**src/hw/rtl/wlc_pkg.sv**
```systemverilog
package wlc_pkg;

    // image size defaults
    localparam int IMG_ROWS_DEF = 1024;
    localparam int IMG_COLS_DEF = 1024;

    // field widths
    localparam int ROW_W   = 10;
    localparam int COL_W   = 10;
    localparam int LABEL_W = 16;
    localparam int CNT_W   = 21;
    localparam int SUM_W   = 32;
    localparam int CFG_W   = 12;
    localparam int SPAN_W  = 15;
    localparam int WDATA_W = 16;
    localparam int ADDR_W  = 3;

    localparam int IN_DATA_W  = 40;
    localparam int OUT_DATA_W = 48;

    // one quotient bit per divider step, means fit in COL_W bits
    localparam int DIV_STEPS = COL_W;
    localparam int DCNT_W    = $clog2(DIV_STEPS);

    localparam logic [CNT_W-1:0] HIT_MAX = {CNT_W{1'b1}};

    // configuration register indexes
    localparam logic [ADDR_W-1:0] CFG_MODE   = 3'd0;
    localparam logic [ADDR_W-1:0] CFG_TARGET = 3'd1;
    localparam logic [ADDR_W-1:0] CFG_TOP    = 3'd2;
    localparam logic [ADDR_W-1:0] CFG_BOTTOM = 3'd3;
    localparam logic [ADDR_W-1:0] CFG_START  = 3'd4;
    localparam logic [ADDR_W-1:0] CFG_RIGHT  = 3'd5;
    localparam logic [ADDR_W-1:0] CFG_WEST   = 3'd6;
    localparam logic [ADDR_W-1:0] CFG_EAST   = 3'd7;

    localparam logic MODE_RECT    = 1'b0;
    localparam logic MODE_DIAMOND = 1'b1;

    typedef enum logic [1:0] {
        ST_RUN,
        ST_FLUSH,
        ST_DIV,
        ST_WAIT
    } t_state;

    typedef struct packed {
        logic accept;
        logic div_step;
        logic out_load;
    } t_cmd;

    typedef struct packed {
        logic out_free;
    } t_sts;

endpackage

```
**src/hw/rtl/wlc_ctrl.sv**
```systemverilog
module wlc_ctrl
    import wlc_pkg::*;
(
    input  logic i_clk,
    input  logic i_rst_n,
    input  logic i_in_valid,
    input  logic i_in_last,
    output logic o_in_ready,
    input  t_sts i_sts,
    output t_cmd o_cmd
);

    t_state             r_state, n_state;
    logic [DCNT_W-1:0]  r_cnt, n_cnt;

    always_ff @(posedge i_clk) begin
        if (!i_rst_n) begin
            r_state <= ST_RUN;
            r_cnt   <= '0;
        end else begin
            r_state <= n_state;
            r_cnt   <= n_cnt;
        end
    end

    // next state
    always_comb begin
        n_state = r_state;
        n_cnt   = r_cnt;
        case (r_state)
            ST_RUN: begin
                if (i_in_valid && i_in_last) begin
                    n_state = ST_FLUSH;
                end
            end
            ST_FLUSH: begin
                n_state = ST_DIV;
                n_cnt   = DCNT_W'(DIV_STEPS - 1);
            end
            ST_DIV: begin
                if (r_cnt == '0) begin
                    n_state = ST_WAIT;
                end else begin
                    n_cnt = r_cnt - 1'b1;
                end
            end
            ST_WAIT: begin
                if (i_sts.out_free) begin
                    n_state = ST_RUN;
                end
            end
            default: n_state = ST_RUN;
        endcase
    end

    // outputs
    always_comb begin
        o_in_ready     = 1'b0;
        o_cmd.accept   = 1'b0;
        o_cmd.div_step = 1'b0;
        o_cmd.out_load = 1'b0;
        case (r_state)
            ST_RUN: begin
                o_in_ready   = 1'b1;
                o_cmd.accept = i_in_valid;
            end
            ST_DIV:  o_cmd.div_step = 1'b1;
            ST_WAIT: o_cmd.out_load = i_sts.out_free;
            default: ;
        endcase
    end

endmodule

```
**src/hw/rtl/wlc_datapath.sv**
```systemverilog
module wlc_datapath
    import wlc_pkg::*;
#(
    parameter int IMG_ROWS = IMG_ROWS_DEF,
    parameter int IMG_COLS = IMG_COLS_DEF
) (
    input  logic                  i_clk,
    input  logic                  i_rst_n,
    input  logic                  i_cfg_we,
    input  logic [ADDR_W-1:0]     i_cfg_addr,
    input  logic [WDATA_W-1:0]    i_cfg_wdata,
    input  logic [ROW_W-1:0]      i_pixel_row,
    input  logic [COL_W-1:0]      i_pixel_col,
    input  logic [LABEL_W-1:0]    i_pixel_label,
    input  logic                  i_frame_last,
    input  t_cmd                  i_cmd,
    output t_sts                  o_sts,
    output logic                  o_out_valid,
    input  logic                  i_out_ready,
    output logic [COL_W-1:0]      o_mean_col,
    output logic [ROW_W-1:0]      o_mean_row,
    output logic [CNT_W-1:0]      o_match_count,
    output logic                  o_window_empty
);

    typedef logic signed [SPAN_W-1:0] t_span;

    localparam t_span ROWS_S  = SPAN_W'(IMG_ROWS);
    localparam t_span COLS_S  = SPAN_W'(IMG_COLS);
    localparam t_span COL_MAX = SPAN_W'(IMG_COLS - 1);
    localparam t_span ONE_S   = SPAN_W'(1);
    localparam int    DSH_W   = CNT_W + DIV_STEPS;

    // configuration
    logic                    r_mode;
    logic [LABEL_W-1:0]      r_target;
    logic signed [CFG_W-1:0] r_top, r_bottom, r_start, r_right, r_west, r_east;

    always_ff @(posedge i_clk) begin
        if (!i_rst_n) begin
            r_mode   <= MODE_RECT;
            r_target <= '0;
            r_top    <= '0;
            r_bottom <= '0;
            r_start  <= '0;
            r_right  <= '0;
            r_west   <= '0;
            r_east   <= '0;
        end else if (i_cfg_we) begin
            case (i_cfg_addr)
                CFG_MODE:   r_mode   <= i_cfg_wdata[0];
                CFG_TARGET: r_target <= i_cfg_wdata[LABEL_W-1:0];
                CFG_TOP:    r_top    <= i_cfg_wdata[CFG_W-1:0];
                CFG_BOTTOM: r_bottom <= i_cfg_wdata[CFG_W-1:0];
                CFG_START:  r_start  <= i_cfg_wdata[CFG_W-1:0];
                CFG_RIGHT:  r_right  <= i_cfg_wdata[CFG_W-1:0];
                CFG_WEST:   r_west   <= i_cfg_wdata[CFG_W-1:0];
                CFG_EAST:   r_east   <= i_cfg_wdata[CFG_W-1:0];
                default: ;
            endcase
        end
    end

    t_span top_s, bottom_s, start_s, right_s, west_s, east_s;
    assign top_s    = SPAN_W'(r_top);
    assign bottom_s = SPAN_W'(r_bottom);
    assign start_s  = SPAN_W'(r_start);
    assign right_s  = SPAN_W'(r_right);
    assign west_s   = SPAN_W'(r_west);
    assign east_s   = SPAN_W'(r_east);

    // span at frame start, rows above the image already walked
    t_span init_n, last_w, last_e, init_a, init_b, init_l, init_r;
    always_comb begin
        init_n = -top_s;
        last_w = (west_s < -ONE_S) ? west_s : -ONE_S;
        last_e = (east_s < -ONE_S) ? east_s : -ONE_S;
        init_a = last_w - top_s + ONE_S;
        init_b = last_e - top_s + ONE_S;
        if (init_a < 0)      init_a = '0;
        if (init_a > init_n) init_a = init_n;
        if (init_b < 0)      init_b = '0;
        if (init_b > init_n) init_b = init_n;
        if (top_s >= 0) begin
            init_l = start_s;
            init_r = start_s;
        end else begin
            init_l = start_s + init_n - init_a - init_a;
            init_r = start_s - init_n + init_b + init_b;
        end
    end

    // stage A: span tracking and window test
    logic             r_frame_start;
    logic [ROW_W-1:0] r_cur_row;
    t_span            r_span_l, r_span_r;

    logic [ROW_W-1:0] cur0;
    t_span            cur_s, row_s, col_s, sl0, sr0, sl1, sr1, n_span_l, n_span_r;
    t_span            lo, hi;
    logic             in_win, hit;

    always_comb begin
        sl0   = r_frame_start ? init_l : r_span_l;
        sr0   = r_frame_start ? init_r : r_span_r;
        cur0  = r_frame_start ? '0 : r_cur_row;
        cur_s = SPAN_W'(cur0);
        row_s = SPAN_W'(i_pixel_row);
        col_s = SPAN_W'(i_pixel_col);
        sl1   = sl0;
        sr1   = sr0;
        if (cur_s < ROWS_S) begin
            if (sl1 < 0)       sl1 = '0;
            if (sr1 > COL_MAX) sr1 = COL_MAX;
        end
        sl1 = (cur_s <= west_s) ? sl1 - ONE_S : sl1 + ONE_S;
        sr1 = (cur_s <= east_s) ? sr1 + ONE_S : sr1 - ONE_S;
        if ((i_pixel_row != cur0) && (cur_s >= top_s)) begin
            n_span_l = sl1;
            n_span_r = sr1;
        end else begin
            n_span_l = sl0;
            n_span_r = sr0;
        end
        lo = (n_span_l < 0) ? '0 : n_span_l;
        hi = (n_span_r > COL_MAX) ? COL_MAX : n_span_r;
        in_win = (row_s >= top_s) && (row_s <= bottom_s) && (row_s < ROWS_S)
                 && (col_s < COLS_S);
        if (r_mode == MODE_RECT) begin
            in_win = in_win && (col_s >= start_s) && (col_s <= right_s);
        end else begin
            in_win = in_win && (col_s >= lo) && (col_s <= hi);
        end
        hit = in_win && (i_pixel_label == r_target);
    end

    logic             r_p_valid, r_p_hit, r_p_last;
    logic [ROW_W-1:0] r_p_row;
    logic [COL_W-1:0] r_p_col;

    always_ff @(posedge i_clk) begin
        if (!i_rst_n) begin
            r_frame_start <= 1'b1;
            r_cur_row     <= '0;
            r_span_l      <= '0;
            r_span_r      <= '0;
            r_p_valid     <= 1'b0;
        end else begin
            r_p_valid <= i_cmd.accept;
            if (i_cmd.accept) begin
                r_frame_start <= i_frame_last;
                r_cur_row     <= i_pixel_row;
                r_span_l      <= n_span_l;
                r_span_r      <= n_span_r;
            end
        end
    end

    always_ff @(posedge i_clk) begin
        if (i_cmd.accept) begin
            r_p_hit  <= hit;
            r_p_last <= i_frame_last;
            r_p_row  <= i_pixel_row;
            r_p_col  <= i_pixel_col;
        end
    end

    // stage B: accumulation
    logic [SUM_W-1:0] r_sum_c, r_sum_r, n_sum_c, n_sum_r;
    logic [CNT_W-1:0] r_hits, n_hits;
    logic             take;

    always_comb begin
        take    = r_p_hit && (r_hits != HIT_MAX);
        n_sum_c = r_sum_c + (take ? SUM_W'(r_p_col) : '0);
        n_sum_r = r_sum_r + (take ? SUM_W'(r_p_row) : '0);
        n_hits  = r_hits + CNT_W'(take);
    end

    always_ff @(posedge i_clk) begin
        if (!i_rst_n) begin
            r_sum_c <= '0;
            r_sum_r <= '0;
            r_hits  <= '0;
        end else if (r_p_valid) begin
            if (r_p_last) begin
                r_sum_c <= '0;
                r_sum_r <= '0;
                r_hits  <= '0;
            end else begin
                r_sum_c <= n_sum_c;
                r_sum_r <= n_sum_r;
                r_hits  <= n_hits;
            end
        end
    end

    // restoring divider, both quotients share the shifted divisor
    logic [SUM_W-1:0] r_rem_c, r_rem_r;
    logic [DSH_W-1:0] r_dsh;
    logic [COL_W-1:0] r_q_c;
    logic [ROW_W-1:0] r_q_r;
    logic [CNT_W-1:0] r_cnt;
    logic             r_empty;
    logic             ge_c, ge_r;

    assign ge_c = SUM_W'(r_dsh) <= r_rem_c;
    assign ge_r = SUM_W'(r_dsh) <= r_rem_r;

    always_ff @(posedge i_clk) begin
        if (r_p_valid && r_p_last) begin
            r_rem_c <= n_sum_c;
            r_rem_r <= n_sum_r;
            r_dsh   <= {n_hits, {(DIV_STEPS - 1){1'b0}}, 1'b0} >> 1;
            r_cnt   <= n_hits;
            r_empty <= (n_hits == '0);
        end else if (i_cmd.div_step) begin
            if (ge_c) r_rem_c <= r_rem_c - SUM_W'(r_dsh);
            if (ge_r) r_rem_r <= r_rem_r - SUM_W'(r_dsh);
            r_q_c <= {r_q_c[COL_W-2:0], ge_c};
            r_q_r <= {r_q_r[ROW_W-2:0], ge_r};
            r_dsh <= r_dsh >> 1;
        end
    end

    // output register
    logic r_out_valid;

    assign o_sts.out_free = !r_out_valid || i_out_ready;
    assign o_out_valid    = r_out_valid;

    always_ff @(posedge i_clk) begin
        if (!i_rst_n) begin
            r_out_valid <= 1'b0;
        end else if (i_cmd.out_load) begin
            r_out_valid <= 1'b1;
        end else if (i_out_ready) begin
            r_out_valid <= 1'b0;
        end
    end

    always_ff @(posedge i_clk) begin
        if (i_cmd.out_load) begin
            o_mean_col     <= r_empty ? '0 : r_q_c;
            o_mean_row     <= r_empty ? '0 : r_q_r;
            o_match_count  <= r_cnt;
            o_window_empty <= r_empty;
        end
    end

endmodule

```
**src/hw/rtl/window_label_centroid.sv**
```systemverilog
// centroid of one label inside a rectangle or diamond window of a label image
//
// input channel s_axis: one pixel per item in raster order, row and column and
// label in tdata, tlast on the final pixel of the frame. pixels are taken one
// per clock while the block is collecting.
// output channel m_axis: one item per frame, truncated mean column and row and
// the match count in tdata, the empty flag in tuser.
// configuration: i_cfg_we writes i_cfg_wdata to register i_cfg_addr; write
// only while no frame is in progress.
//
// once the tlast pixel is accepted, the sums are closed, the shared bit-serial
// divider runs (one quotient bit per cycle for both means) and the result is
// loaded into the output register. s_axis_tready is low from the tlast pixel
// until that load. the next frame is accepted while the result waits in the
// output register; if the receiver still stalls when the following frame ends,
// the divider holds its answer and tready stays low until the output frees up.
// reset (synchronous, active low) clears sums, config and the output valid and
// arms the frame-start load of the diamond span.
module window_label_centroid
    import wlc_pkg::*;
#(
    parameter int IMG_ROWS = IMG_ROWS_DEF,
    parameter int IMG_COLS = IMG_COLS_DEF
) (
    input  logic                  i_clk,
    input  logic                  i_rst_n,
    // configuration write port
    input  logic                  i_cfg_we,
    input  logic [ADDR_W-1:0]     i_cfg_addr,
    input  logic [WDATA_W-1:0]    i_cfg_wdata,
    // pixel items
    input  logic                  s_axis_tvalid,
    output logic                  s_axis_tready,
    input  logic [IN_DATA_W-1:0]  s_axis_tdata,  // pixel_row, pixel_col, pixel_label, pad
    input  logic                  s_axis_tlast,  // frame_last
    // result items
    output logic                  m_axis_tvalid,
    input  logic                  m_axis_tready,
    output logic [OUT_DATA_W-1:0] m_axis_tdata,  // mean_col, mean_row, match_count, pad
    output logic                  m_axis_tuser   // window_empty
);

    t_cmd             cmd;
    t_sts             sts;
    logic [COL_W-1:0] mean_col;
    logic [ROW_W-1:0] mean_row;
    logic [CNT_W-1:0] match_count;

    // sequencing: collect, close sums, divide, hand off
    wlc_ctrl u_ctrl (
        .i_clk      (i_clk),
        .i_rst_n    (i_rst_n),
        .i_in_valid (s_axis_tvalid),
        .i_in_last  (s_axis_tlast),
        .o_in_ready (s_axis_tready),
        .i_sts      (sts),
        .o_cmd      (cmd)
    );

    // window tracking, accumulators, divider and output register
    wlc_datapath #(
        .IMG_ROWS (IMG_ROWS),
        .IMG_COLS (IMG_COLS)
    ) u_datapath (
        .i_clk          (i_clk),
        .i_rst_n        (i_rst_n),
        .i_cfg_we       (i_cfg_we),
        .i_cfg_addr     (i_cfg_addr),
        .i_cfg_wdata    (i_cfg_wdata),
        .i_pixel_row    (s_axis_tdata[ROW_W-1:0]),
        .i_pixel_col    (s_axis_tdata[ROW_W+COL_W-1:ROW_W]),
        .i_pixel_label  (s_axis_tdata[ROW_W+COL_W+LABEL_W-1:ROW_W+COL_W]),
        .i_frame_last   (s_axis_tlast),
        .i_cmd          (cmd),
        .o_sts          (sts),
        .o_out_valid    (m_axis_tvalid),
        .i_out_ready    (m_axis_tready),
        .o_mean_col     (mean_col),
        .o_mean_row     (mean_row),
        .o_match_count  (match_count),
        .o_window_empty (m_axis_tuser)
    );

    assign m_axis_tdata = {{(OUT_DATA_W - COL_W - ROW_W - CNT_W){1'b0}},
                           match_count, mean_row, mean_col};

`ifndef ASSERT_OFF
    // the frame's final pixel closes the input until the result is handed off
    a_last_stalls: assert property (@(posedge i_clk) disable iff (!i_rst_n)
        (s_axis_tvalid && s_axis_tready && s_axis_tlast) |=> !s_axis_tready)
        else $error("input still open after frame end");

    // an empty window reports zero means
    a_empty_zero: assert property (@(posedge i_clk) disable iff (!i_rst_n)
        (m_axis_tvalid && m_axis_tuser) |-> (m_axis_tdata[COL_W+ROW_W-1:0] == '0))
        else $error("empty window with nonzero means");

    // a non-empty result carries a nonzero count
    a_count_set: assert property (@(posedge i_clk) disable iff (!i_rst_n)
        (m_axis_tvalid && !m_axis_tuser) |->
            (m_axis_tdata[COL_W+ROW_W+CNT_W-1:COL_W+ROW_W] != '0))
        else $error("zero count without empty flag");
`endif

endmodule
```
**config.mk**
```make
export PLATFORM = sky130hd
export DESIGN_NAME = window_label_centroid
export DESIGN_NICKNAME = d
export VERILOG_FILES = /design/src/hw/rtl/wlc_pkg.sv /design/src/hw/rtl/wlc_ctrl.sv /design/src/hw/rtl/wlc_datapath.sv /design/src/hw/rtl/window_label_centroid.sv
export SDC_FILE = /design/constraint.sdc
export NUM_CORES = 1
export LEC_CHECK = 0
export ABC_AREA = 1
export BUFFER_PORTS_ARGS = -buffer_cell sky130_fd_sc_hd__buf_2
export CAP_MARGIN = 20
export CORE_ASPECT_RATIO = 1.1
export CORE_MARGIN = 3
export CORE_UTILIZATION = 25
export CTS_BUF_LIST = sky130_fd_sc_hd__clkbuf_8
export DETAILED_ROUTE_END_ITERATION = 8
export HOLD_SLACK_MARGIN = 0.02
export PLACE_DENSITY = 0.46
export SYNTH_ARGS = -nofsm -noshare
export SYNTH_HDL_FRONTEND = slang
export SYNTH_HIERARCHICAL = 1
export SYNTH_SLANG_ARGS = --single-unit
```
**constraint.sdc**
```tcl
create_clock -name i_clk -period 12.1 [get_ports i_clk]
set_clock_uncertainty 0.05 [all_clocks]
set_input_delay 0.605 -clock i_clk [delete_from_list [all_inputs] [get_ports i_clk]]
set_output_delay 0.605 -clock i_clk [all_outputs]
set_load 0.01 [all_outputs]
```
# Word level (Yosys, flattened, before mapping)
# Cells that the tools add are included.
# Widths: inputs -> output; s select.
# op_classes
addsub	21
n_lt_le_gt_ge	22
eq_ne	17
muxes	45
bitwise	1
reduce_logical	34
# ops
operator	n
$mux 15	18
$mux 32	8
$add 32x32->32	2
$le 30x32->1	2
$sub 32x30->32	2
$add 15x2->15 const B	4
$lt 15x1->1 const B	4
$mux 30	2
$le 11x12->1	4
$ge 11x12->1	3
$add 15x15->15	2
$gt 15x11->1 const B	2
$gt 15x15->1	2
$mux 10	3
$sub 15x12->15	2
$sub 15x15->15	2
$sub 15x2->15 const B	2
$lt 12x1->1 const B	2
$reduce_and 2->1	12
$add 21x1->21	1
$logic_not 21->1	1
$mux 21	1
$ne 21x21->1 const B	1
$eq 16x16->1	1
other kinds (29)	57
# totals
register_bits	423
elab_cells	175

# Logic depth before layout (Yosys ltp)
# Gate-level depths: netlist of the first run.
# logic_depth
depth_word	24
mapped_depth	86

# Cells and area by module
# Netlist of the first run, hierarchy kept.
# by_module_without_submodules
mod	n_inst	cells_each	area_per_inst_um2	seq_area_each_um2
wlc_datapath	1	3899	29668.5	10259.8
wlc_ctrl	1	63	435.4	120.1
window_label_centroid	1	8	56.3	0.0

# Worst setup path before layout of the first run
# No wires, ideal clock.
# synth_timing
kind	register to register
from	register u_datapath.r_east[10]
to	register u_datapath.r_p_hit (data pin)
setup_ns	0.146
arrival_ns	10.432
required_ns	11.904
setup_slack_ns	1.472
stages_incl_launch_ff	80
path_buffers	2
path_cell_list	dfxtp_1 > nand4_1 > nor3_1 > ha_1 > clkinv_1 > nand2_1 > ha_1 > fa_1 > nand3_1 > nand3_1 > nand2_1 > nand2_1 > a21oi_1 > o21bai_1 > o21ai_0 > a21oi_1 > ha_1 > nand2_1 > [44 not listed] > nor2_1 > a21oi_1 > o21ai_0 > xor2_1 > clkinv_1 > a21oi_1 > ha_1 > a21oi_1 > o21a_1 > o221a_2 > o21ai_0 > a21oi_1 > nor2_1 > nor3_1 > o21ai_0 > nor2_1 > nand2_1 > a21oi_1
# synth_via
elab_chain_len	23
elab_cells_between_ends	25
classes_between	add/sub (6); order compare (7); mux (10); reduce/logical (2)
# synth_rtl
item	line	source
from (decl)	wlc_datapath.sv:37	logic signed [CFG_W-1:0] r_top, r_bottom, r_start, r_right, r_west, r_east;
from (signal assigned)	wlc_datapath.sv:58	CFG_EAST: r_east <= i_cfg_wdata[CFG_W-1:0];
$lt 12x1->1	wlc_datapath.sv:77	last_e = (east_s < -ONE_S) ? east_s : -ONE_S;
$mux 15	wlc_datapath.sv:77	
$sub 15x12->15	wlc_datapath.sv:79	init_b = last_e - top_s + ONE_S;
$add 15x2->15	wlc_datapath.sv:79	
$lt 15x1->1	wlc_datapath.sv:82	if (init_b < 0) init_b = '0;
$mux 15	wlc_datapath.sv:82	
$gt 15x15->1	wlc_datapath.sv:83	if (init_b > init_n) init_b = init_n;
$mux 15	wlc_datapath.sv:83	
[8 not listed]	--	
$mux 15 (*)	wlc_datapath.sv:118	if ((i_pixel_row != cur0) && (cur_s >= top_s)) begin
$gt 15x11->1	wlc_datapath.sv:126	hi = (n_span_r > COL_MAX) ? COL_MAX : n_span_r;
$mux 15 (*)	wlc_datapath.sv:126	
$le 11x15->1 (*)	wlc_datapath.sv:132	in_win = in_win && (col_s >= lo) && (col_s <= hi);
$logic_and 1x1->1 (*)	wlc_datapath.sv:132	
$mux 1 (*)	wlc_datapath.sv:129	if (r_mode == MODE_RECT) begin
$logic_and 1x1->1 (*)	wlc_datapath.sv:134	hit = in_win && (i_pixel_label == r_target);
net u_datapath.hit	wlc_datapath.sv:101	logic in_win, hit;
to (signal assigned)	wlc_datapath.sv:161	r_p_hit <= hit;
to (decl)	wlc_datapath.sv:137	logic r_p_valid, r_p_hit, r_p_last;
# The timed path passes the listed nets; every way through them passes the cells marked *.
# A chain may end at the register's enable or synchronous reset.

# Worst setup path in the final report of the first run
# layout_timing
from	register u_datapath.r_east[11]
to	register u_datapath.r_p_hit (data pin)
# The elaborated chain is that of the path after synthesis.

==> key figures, run 1 <==
Drt
  – Post-Route WL: 96200 µm
  – Final ANT Viol Nets: 0
  – First-pass DRT Iterations: 5
  – Vias per cell: 4.60
  – Routed length per placed instance: 16.5 µm
  – Met1 WL: 45000 µm
  – Starting DRT DRC Count: 1554
  – Detail Route met2 WL: 44600 µm
  – DRC viols: 0
  – Max Used Layer: met4
  – Total number of vias: 26800
  – WL met3: 3630 µm

Critical path
  – Slowest CP cell: or4_1
  – WS Path Type: reg -> reg
  – CP Launch Type: register
  – Crit path required time: 12.53 ns
  – CP endpoint kind: register
  – Most frequent CP cell: nand2_1
  – Critical Path AT: 11.61 ns
  – Peak fanout along the critical path: 6
  – CP peak stage delay: 0.51 ns

STA
  – Slew Viols, Final: 0
  – Actual slew at the worst max-slew pin: 0.965 ns
  – Final setup viols: 0
  – Tmin final: 11.19 ns
  – Final period util: 92.4%
  – Post-route setup TNS: 0 ns
  – Final hold violations: 0
  – Worst setup margin: 0.914 ns
  – Fmax: 89.4 MHz
  – Slew headroom: 35.6%

Finish
  – Layout overhead on the synthesized area: 16.9%
  – Layout cells sized above 1: 11.8%
  – Nets@finish: 4602
  – Fillers: 13000
  – Final core occ: 29.5%
  – Design area: 0.0353 mm²

Power
  – Total Power: 0.00857 W
  – Pwr dens: 243 mW/mm²
  – Leak pwr: 15.5 nW
  – Max IR drop VDD: 108 µV

Global routing
  – Initial antenna violation count: 5
  – Largest net degree at the start of global routing: 79
  – Vias in the first global route: 26100
  – Grt ovf: 0
  – All-Layer GR Usage: 15.1%
  – Global-route wire length before repair: 148000 µm

Clocking
  – Htree depth: 3
  – Clk Latency, worst-skew pair: 0.74 ns
  – TritonCTS buffer count: 87
  – Root Buffer: clkbuf_8
  – TritonCTS clock tree: yes
  – Clock-pin slew on the worst setup and hold paths: 0.06 ns
  – CTS sink count: 423
  – Max clock buf depth: 3

Placed design
  – Placer Congestion: 0.855
  – Port Buf Inserts: 104
  – DP HPWL: 72400 µm
  – Placed Area: 0.0331 mm²
  – Dpl ws: 0.400 ns

Outcome
  – Status: finished, final reports clean

Floorplan
  – Die Area: 0.125 mm²
  – Chip width: 337 µm
  – Core area: 0.120 mm²
  – Starting Density: 25.2%
  – Site Rows: 133
  – Die Ht: 370 µm
  – I/O pins: 116

Synthesis
  – Synth unique cells: 68
  – Post-synth EDFFs: 191
  – Synth top area cells: edfxtp_1, dfxtp_1, ha_1
  – Sequential share of the synthesized area: 34.4%
  – Yosys top cell area share: 19.0%
  – Avg Cell Area, Syn: 7.60 µm²
  – Mapped Cells: 3970
  – Top FF cell, synth: dfxtp_1
  – Count leader, synth: nand2_1
  – Top cells by count, synth: nand2_1, inv_1, a21oi_1
  – Cell type with the largest total area after synthesis: edfxtp_1
  – Synth Cell Area: 0.0302 mm²
  – Seq cells post-synth: 423
  – FFs w/ async S/R, synth: 0%
  – Syn. warnings: 6

Min path
  – Hold Path Class: in -> reg

Run
  – MaxCap Viol Count: 0
[metal layers]
metal | up-vias | track usage (%)
li1 | 13800 | -
met1 | 12400 | 19.9
met2 | 459 | 25.1
met3 | 125 | 2.23
met4 | 0 | 5.54
met5 | - | 0
[cells by family (layout without fill, tap and decap cells)]
family	after synthesis	count (layout)	synth area share [%]
mux	1	1	0.0332
flops	423	423	34.4
compound gates	918	918	16.6
fa+ha+maj	347	347	15.3
buf+inv	647	933	8.23
simple gates	1483	1484	21.0
xor+xnor	150	150	4.42
other cells	1	10	0.0124
[stage by stage]
step / instances / hold slack [ns]
floorplan: 3976 / 0.350
finish: 5818 / 0.137
global placement: 5640 / 0.351
CTS: 5806 / 0.0421
detailed placement: 5640 / 0.355
global route: 5816 / 0.0651
[repair_timing]
action                                 in CTS  in global routing
endpoints found under the hold margin       4                  0
setup buffers                               0                  6
setup endpoints to repair                   0                  1
hold buffers                                4                  0
gates resized for setup                     0                 66
[flip-flops by register name, summed over array words and instances (netlist names), 16 cells and up]
signal and cells:
u_datapath/o_match_count 21, u_datapath/r_cnt 21, u_datapath/r_dsh 30, u_datapath/r_hits 21, u_datapath/r_rem_c 32, u_datapath/r_rem_r 32
u_datapath/r_sum_c 32, u_datapath/r_sum_r 32, u_datapath/r_target 16
[final timing paths]
kind / startpoint / end / slack, ns / depth (start not counted)
min: i_cfg_addr[2] / u_datapath/r_mode / 0.14 / 4
max reg2reg: u_datapath/r_east[11] / u_datapath/r_p_hit / 0.91 / 75
min reg2reg: u_datapath/r_cnt[9] / u_datapath/o_match_count[9] / 0.37 / 0
max: u_datapath/r_east[11] / u_datapath/r_p_hit / 0.91 / 75
[placed cells by master (no fill, tap or decap), types with 32 or more instances in the layout]
master,instances
nand4_1,47
buf_4,133
fa_1,33
nand3_1,147
clkbuf_8,101
o21ai_0,311
nor2_1,357
nor3_1,36
buf_2,104
xnor2_1,35
nand2_1,762
o22ai_1,33
a21oi_1,388
xor2_1,114
edfxtp_1,191
dfxtp_1,232
ha_1,304
inv_1,548
or2_2,32
[worst max-delay path, delay by kind of cell, from the launching register on]
kind	cells	cell delay [ns]
fa+ha+maj	8	2.49
flops	1	0.35
compound gates	17	2.33
xor+xnor	2	0.42
buf+inv	8	0.86
simple gates	40	4.43
[power by group]
group	switching [W]	total (W)	internal (W)	leakage, nW
Clock	0.000697	0.00151	0.000814	1.04
Combinational	0.00307	0.00501	0.00194	10.8
Sequential	0.000121	0.00206	0.00193	3.66
[layout make-up]
cell class / count / area, µm² / area share, %
Timing Repair Buffer: 243 / 1590 / 4.50
Sequential cell: 423 / 10400 / 29.4
Clock inverter: 61 / 374 / 1.06
Timing Repair inverter: 1 / 5.00 / 0.0142
Antenna cell: 3 / 7.51 / 0.0213
Inverter: 527 / 1990 / 5.66
Tap cell: 1552 / 1940 / 5.51
Clock buffer: 101 / 1390 / 3.94
Multi-Input combinational cell: 2907 / 17600 / 49.9
(Power assumes the default switching activity.)
==> run 2, diff against run 1 <==
Settings changed: SYNTH_HIERARCHICAL 1 to default.
==> run 2 against run 1 <==
Against the previous run: synthesized cell count shrank 1.6%; worst setup slack worse by 0.30 ns; final cell count shrank 1.6%; register-to-register slack got worse by 0.30 ns; total power increased by 2.2%; utilization is 0.15 points higher; count of clock-buffer cells in the layout shrank 3; die area up 0.11%; non-clock buffer count fell by 37; first-iteration DRC count is 17% lower; sequential power is essentially flat; combinational power grew 2%; critical endpoint is now u_datapath.r_p_hit; largest power group unchanged; highest routed layer unchanged.
==> key figures, run 2 <==
Outcome
  – Status: finished, final reports clean (unchanged)

STA
  – Post-route setup TNS: 0 ns (unchanged)
  – Final period util: 94.9% (was 92.4%)
  – Final hold violations: 0 (unchanged)
  – Final setup viols: 0 (unchanged)
  – Tmin final: 11.48 ns (was 11.19 ns)
  – Fin Hold WS: 0.0967 ns (was 0.137 ns)
  – Slew Viols, Final: 0 (unchanged)
  – Actual slew at the worst max-slew pin: 1.04 ns (was 0.965 ns)
  – Fmax: 87.1 MHz (was 89.4 MHz)
  – Slew headroom: 29.3% (was 35.6%)

Synthesis
  – Mapped Cells: 3908 (was 3970)
  – Top FF cell, synth: dfxtp_1 (unchanged)
  – Largest family of logic cells by synthesized area: simple AND/OR/NAND/NOR gates (unchanged)
  – Fraction of synthesized cell area in xor and xnor cells: 4.23% (was 4.42%)
  – Compound-Gate Fraction of Synth Area: 16.5% (was 16.6%)
  – Sequential share of the synthesized area: 34.4% (about the same)
  – Synth Area in Adders: 15.1% (was 15.3%)
  – Post-synth EDFFs: 191 (unchanged)
  – Count leader, synth: nand2_1 (unchanged)
  – Synth Cell Area: 0.0302 mm² (about the same)
  – Seq cells post-synth: 423 (unchanged)
  – Avg Cell Area, Syn: 7.73 µm² (was 7.60 µm²)
  – Synth top area cells: edfxtp_1, dfxtp_1, ha_1 (unchanged)
  – Syn. warnings: 0 (was 6)
  – Post-synthesis mux area share: 0.0995% (was 0.0332%)
  – FFs w/ async S/R, synth: 0% (unchanged)
  – Simple-gate share of the synthesized area: 21.1% (was 21.0%)
  – Yosys top cell area share: 19.0% (about the same)
  – Synth unique cells: 72 (was 68)
  – Cell type with the largest total area after synthesis: edfxtp_1 (unchanged)
  – Top cells by count, synth: nand2_1, inv_1, a21oi_1 (unchanged)

Critical path
  – Worst path top cell family by delay: simple AND/OR/NAND/NOR gates (unchanged)
  – Peak fanout along the critical path: 8 (was 6)
  – CP peak stage delay: 0.49 ns (was 0.51 ns)
  – CP endpoint kind: register (unchanged)
  – Most frequent CP cell: nand2_1 (unchanged)
  – Crit. Startpoint: u_datapath.r_west[4] (was u_datapath/r_east[11])
  – FF-to-FF Start: u_datapath.r_west[4] (was u_datapath/r_east[11])
  – WS Path Type: reg -> reg (unchanged)
  – CP Launch Type: register (unchanged)
  – Slowest CP cell: fa_1 (was or4_1)
  – Critical path buffer and inverter count: 10 (was 8)
  – Critical Path AT: 11.87 ns (was 11.61 ns)
  – Crit path required time: 12.48 ns (was 12.53 ns)

Drt
  – Post-Route WL: 93600 µm (was 96200 µm)
  – Vias per cell: 4.60 (about the same)
  – First-pass DRT Iterations: 5 (unchanged)
  – Routed length per placed instance: 16.3 µm (was 16.5 µm)
  – Final ANT Viol Nets: 0 (unchanged)
  – Starting DRT DRC Count: 1294 (was 1554)
  – Total number of vias: 26300 (was 26800)
  – DRC viols: 0 (unchanged)

Finish
  – Nets@finish: 4505 (was 4602)
  – Commonest cells after routing, fill and taps aside: nand2_1, inv_1, a21oi_1 (unchanged)
  – Layout overhead on the synthesized area: 17.4% (was 16.9%)
  – Layout cells sized above 1: 14.9% (was 11.8%)
  – Finished Layout Cells: 5723 (was 5818)
  – Fillers: 12900 (was 13000)
  – Commonest non-fill, non-tap cell in the layout: nand2_1 (unchanged)

Placed design
  – DP HPWL: 68100 µm (was 72400 µm)
  – Dpl cells: 5535 (was 5640)
  – Port Buf Inserts: 104 (unchanged)
  – Placer Congestion: 0.877 (was 0.855)

Global routing
  – Initial antenna violation count: 2 (was 5)
  – Grt ovf: 0 (unchanged)
  – Global-route wire length before repair: 145000 µm (was 148000 µm)
  – Vias in the first global route: 26100 (about the same)
  – All-Layer GR Usage: 14.8% (was 15.1%)
  – Largest net degree at the start of global routing: 87 (was 79)

Power
  – Total Power: 0.00876 W (was 0.00857 W)
  – Leak pwr: 15.3 nW (was 15.5 nW)
  – Pwr dens: 247 mW/mm² (was 243 mW/mm²)
  – Max IR drop VDD: 126 µV (was 108 µV)

Floorplan
  – Core area: 0.120 mm² (unchanged)
  – Chip width: 337 µm (about the same)
  – Die Ht: 370 µm (about the same)
  – Site Rows: 133 (unchanged)
  – I/O pins: 116 (unchanged)
  – Die Area: 0.125 mm² (about the same)
  – Starting Density: 25.2% (about the same)

Run
  – MaxCap Viol Count: 0 (unchanged)

Clocking
  – TritonCTS clock tree: yes (unchanged)
  – Htree depth: 3 (unchanged)
  – Clk Latency, worst-skew pair: 0.73 ns (was 0.74 ns)
  – Root Buffer: clkbuf_8 (unchanged)
  – CTS sink count: 423 (unchanged)
  – Clock-pin slew on the worst setup and hold paths: 0.06 ns (about the same)
  – TritonCTS buffer count: 87 (unchanged)
  – Max clock buf depth: 3 (unchanged)

Min path
  – Hold_sp: i_cfg_wdata[15] (was i_cfg_addr[2])
  – Hold Path Class: in -> reg (unchanged)
[run 2: cell count changes in the layout (fill, tap and decap cells not counted), sizes merged, moves of 9 or more]
cell / delta
a21oi: -20
buf: -36
nand2: -35
nand4: -15
nor4: -9
or2: +22
xnor2: +26
xor2: -32
[run 2: per-layer routing]
metal	track usage, %	wire length, µm	vias up
li1	-	-	13500
met1	19.1	43100	12300
met2	25.6	44800	442
met3	2.26	3880	118
met4	3.51	1800	0
met5	0	0	-
[run 2: area by class of cell]
cell class | count | area (µm²) | share of cell area (%)
repair inverters | 4 | 30.0 | 0.0847
flip-flops and latches | 423 | 10400 | 29.3
well taps | 1552 | 1940 | 5.48
diodes | 3 | 7.51 | 0.0212
repair buffers | 206 | 1320 | 3.73
inverters | 536 | 2030 | 5.74
clock inverters | 63 | 477 | 1.35
clock buffers | 98 | 1350 | 3.81
multi-input cells | 2838 | 17900 | 50.5
[run 2: timing repair]
item | 4_1_cts | 5_1_grt
setup endpoints to repair | 1 | 1
buffers inserted | 0 | 16
resized for setup | 12 | 136
gates cloned | 1 | 3
hold buffers | 3 | 0
pin swaps | 0 | 41
endpoints found under the hold margin | 3 | 0
[run 2: stage by stage]
stage,cell area (µm²),worst slack [ns],utilization [%]
after global placement,32800,0.0217,27.4
after detailed placement,32800,0.0567,27.4
after CTS,34600,0.0106,29.0
after global routing,35400,-0.132,29.6
final,35400,0.615,29.6
after floorplan,30200,0.827,-
[run 2: worst paths after layout]
kind,end,slack [ns],cells after the start
worst max-delay path,u_datapath.r_p_hit,0.62,75
worst min-delay path,u_datapath.r_target[15],0.1,3
worst max register to register,u_datapath.r_p_hit,0.62,75
worst min register to register,u_datapath.o_match_count[17],0.37,0
[run 2: report_power, final]
| group | total, W | internal (W) | switching [W] |
|---|---|---|---|
| Sequential | 0.00204 | 0.00192 | 0.000112 |
| Combinational | 0.00513 | 0.00200 | 0.00314 |
| Clock | 0.00160 | 0.000878 | 0.000719 |
| Total | 0.00876 | 0.00480 | 0.00397 |
[run 2: cell families after synthesis]
group	after synthesis
adders and majority gates	344
buffers and inverters	653
other	1
and+or+nand+nor	1440
AOI/OAI and AO/OA	900
xor gates and xnor gates	144
muxes	3
DFF	423
[run 2: worst reg2reg max path: cells and delay by family, from the launching register on]
| kind | cells | cell delay, ns |
|---|---|---|
| AOI/OAI and AO/OA | 25 | 3.52 |
| xor gates and xnor gates | 1 | 0.15 |
| adders and majority gates | 8 | 2.40 |
| buffers and inverters | 10 | 1.09 |
| DFF | 1 | 0.33 |
| and+or+nand+nor | 31 | 3.64 |
==> run 3, diff against run 2 <==
Settings changed: ABC_AREA 1 to default.
==> run 3 against run 2 <==
Against the previous run: the run now ends with setup timing left; wire length rose by 5.3%; total power rose by 0.23%; sequential power barely moved; count of clock-buffer cells in the layout fell by 6; critical path type unchanged; first-iteration DRC count rose by 12%; combinational power rose by 2%.
==> key figures, run 3 <==
Run
  – MaxCap Viol Count: 0 (unchanged)

Critical path
  – Peak fanout along the critical path: 8 (unchanged)
  – Crit path required time: 12.63 ns (was 12.48 ns)
  – CP peak stage delay: 0.50 ns (was 0.49 ns)
  – CP endpoint kind: register (unchanged)
  – Critical Path AT: 12.89 ns (was 11.87 ns)
  – CP Launch Type: register (unchanged)
  – Cells on worst reg2reg path: 72 (was 75)
  – WS Path Type: reg -> reg (unchanged)
  – Slowest CP cell: or4_4 (was fa_1)
  – Most frequent CP cell: buf_4 (was nand2_1)

Power
  – Sw Pwr: 0.00370 W (was 0.00397 W)
  – Logic pwr share: 59.5% (was 58.5%)
  – Leak pwr: 15.2 nW (was 15.3 nW)
  – Max IR drop VDD: 137 µV (was 126 µV)
  – Net Sw Frac: 42.1% (was 45.3%)
  – Pwr dens: 236 mW/mm² (was 247 mW/mm²)
  – Clock Power Share: 17.5% (was 18.2%)
  – P_int: 0.00509 W (was 0.00480 W)
  – Register share of total power: 23.0% (was 23.2%)
  – Total Power: 0.00878 W (was 0.00876 W)

Finish
  – Commonest cells after routing, fill and taps aside: nand2_1, buf_4, nor2_1 (was nand2_1, inv_1, a21oi_1)
  – Design area: 0.0372 mm² (was 0.0354 mm²)
  – Register area: 0.0104 mm² (about the same)
  – Layout cells sized above 1: 18.1% (was 14.9%)
  – Final core occ: 31.0% (was 29.6%)
  – Nets@finish: 4352 (was 4505)
  – Commonest non-fill, non-tap cell in the layout: nand2_1 (unchanged)
  – Layout overhead on the synthesized area: 22.8% (was 17.4%)
  – Finished Layout Cells: 5634 (was 5723)
  – Multi-input gate area: 0.0191 mm² (was 0.0179 mm²)
  – Fillers: 12800 (was 12900)

Synthesis
  – Count leader, synth: nand2_1 (unchanged)
  – Seq cells post-synth: 423 (unchanged)
  – Sequential share of the synthesized area: 34.2% (was 34.4%)
  – Post-synth EDFFs: 191 (unchanged)
  – Synth unique cells: 92 (was 72)
  – Top cells by count, synth: nand2_1, nor2_1, a21oi_1 (was nand2_1, inv_1, a21oi_1)
  – Synth top area cells: edfxtp_1, dfxtp_1, ha_1 (unchanged)
  – Avg Cell Area, Syn: 8.55 µm² (was 7.73 µm²)
  – Synth Cell Area: 0.0303 mm² (was 0.0302 mm²)
  – Syn. warnings: 0 (unchanged)
  – Mapped Cells: 3548 (was 3908)
  – FFs w/ async S/R, synth: 0% (unchanged)
  – Cell type with the largest total area after synthesis: edfxtp_1 (unchanged)
  – Top FF cell, synth: dfxtp_1 (unchanged)
  – Yosys top cell area share: 18.9% (was 19.0%)

Min path
  – Hold Path Class: in -> reg (unchanged)
  – Hold path depth: 3 (unchanged)

Global routing
  – Largest net degree at the start of global routing: 77 (was 87)
  – All-Layer GR Usage: 15.3% (was 14.8%)
  – Grt ovf: 0 (unchanged)
  – Global-route wire length before repair: 151000 µm (was 145000 µm)
  – Vias in the first global route: 26100 (about the same)
  – Initial antenna violation count: 6 (was 2)

STA
  – Final hold violations: 0 (unchanged)
  – Final setup viols: 1 (was 0)
  – Actual slew at the worst max-slew pin: 1.09 ns (was 1.04 ns)
  – Slew headroom: 26.7% (was 29.3%)
  – Final period util: 102% (was 94.9%)
  – Worst setup margin: -0.258 ns (was 0.615 ns)
  – Tmin final: 12.36 ns (was 11.48 ns)
  – RSZ-0062 raised after global routing: yes
  – Post-route setup TNS: -0.258 ns (was 0 ns)
  – Fmax: 80.9 MHz (was 87.1 MHz)
  – Slew Viols, Final: 0 (unchanged)

Floorplan
  – I/O pins: 116 (unchanged)
  – Die Ht: 371 µm (was 370 µm)
  – Chip width: 338 µm (was 337 µm)
  – Starting Density: 25.3% (was 25.2%)
  – Site Rows: 133 (unchanged)
  – Die Area: 0.126 mm² (was 0.125 mm²)
  – Core area: 0.120 mm² (about the same)

Placed design
  – Port Buf Inserts: 104 (unchanged)
  – Placed Area: 0.0350 mm² (was 0.0328 mm²)
  – Dpl cells: 5454 (was 5535)
  – DP HPWL: 73200 µm (was 68100 µm)
  – Placer Congestion: 0.849 (was 0.877)

Clocking
  – TritonCTS clock tree: yes (unchanged)
  – Clock-pin slew on the worst setup and hold paths: 0.06 ns (about the same)
  – Clk Latency, worst-skew pair: 0.73 ns (about the same)
  – Htree depth: 3 (unchanged)
  – TritonCTS buffer count: 80 (was 87)
  – CTS sink count: 423 (unchanged)
  – Max clock buf depth: 3 (unchanged)
  – Root Buffer: clkbuf_8 (unchanged)

Drt
  – Routed length per placed instance: 17.5 µm (was 16.3 µm)
  – Final ANT Viol Nets: 0 (unchanged)
  – Post-Route WL: 98500 µm (was 93600 µm)
  – Total number of vias: 26700 (was 26300)
  – Starting DRT DRC Count: 1455 (was 1294)
  – Vias per cell: 4.75 (was 4.60)
  – First-pass DRT Iterations: 6 (was 5)
  – DRC viols: 0 (unchanged)

Outcome
  – Status: finished with violations (was finished, final reports clean)
  – Violated checks: setup timing
[run 3: cells by family after synthesis]
group / count (synthesis) / synth area share, %
DFF: 423 / 34.2
buffers and inverters: 367 / 4.67
muxes: 53 / 1.78
AOI/OAI and AO/OA: 889 / 18.4
xor gates and xnor gates: 219 / 6.32
adders and majority gates: 344 / 15.1
other: 1 / 0.0124
and+or+nand+nor: 1252 / 19.5
[run 3: path summary, 6_finish.rpt]
path | from | endpoint | slack, ns
setup / recovery | u_datapath.r_east[8] | u_datapath.r_p_hit | -0.26
hold / removal | i_cfg_wdata[14] | u_datapath.r_target[14] | 0.11
setup reg to reg | u_datapath.r_east[8] | u_datapath.r_p_hit | -0.26
hold reg to reg | u_datapath.r_q_c[4] | u_datapath.r_q_c[5] | 0.36
[run 3: metrics by stage]
| stage | hold slack (ns) | setup slack [ns] |
|---|---|---|
| 2_1_floorplan | 0.350 | 0.000298 |
| 6_report | 0.108 | -0.258 |
| 3_5_place_dp | 0.355 | -0.724 |
| 5_1_grt | 0.0739 | -0.958 |
| 3_3_place_gp | 0.352 | -0.732 |
| 4_1_cts | 0.0471 | -0.292 |
[run 3: power by group through the flow]
stage	logic (W)	clock network, W	registers, W
after floorplan	0.00345	0	0.00201
after global placement	0.00504	0	0.00205
after detailed placement	0.00506	0	0.00205
after CTS	0.00519	0.00159	0.00203
after global routing	0.00584	0.00164	0.00205
final	0.00522	0.00154	0.00202
[run 3: area by class of cell]
type	instances	area share [%]
multi-input combinational	2765	51.3
sequential	423	27.9
timing repair buffer	449	8.45
tap	1620	5.44
clock buffer	92	3.40
inverter	224	2.28
clock inverter	58	1.25
antenna	3	0.0202
[run 3: what timing repair did]
action / 4_1_cts / 5_1_grt
hold endpoints to repair: 1 / 0
buffers inserted: 18 / 5
gates resized for setup: 35 / 37
endpoints found under the setup margin: 1 / 1
hold buffers: 1 / 0
pin swaps: 37 / 34
cloned: 0 / 1
[run 3: metal layers]
metal,GRT usage (%),vias to the layer above,wire length (µm),part of all wire (%)
li1,-,13400,-,-
met1,18.5,12800,42800,43
met2,27.8,473,48900,50
met3,2.13,146,3710,3.8
met4,4.67,4,3100,3.1
met5,0,-,33,0.033
[run 3: worst max-delay path: cells and delay by family (launching register included)]
family                   cells  cell delay [ns]
flip-flops                   1             0.33
adder cells (fa/ha/maj)      9             2.65
AO/OA/AOI/OAI               28             3.97
XOR/XNOR                     4             0.76
buffers and inverters       15             1.86
AND/OR/NAND/NOR             15             2.39
multiplexers                 1             0.22
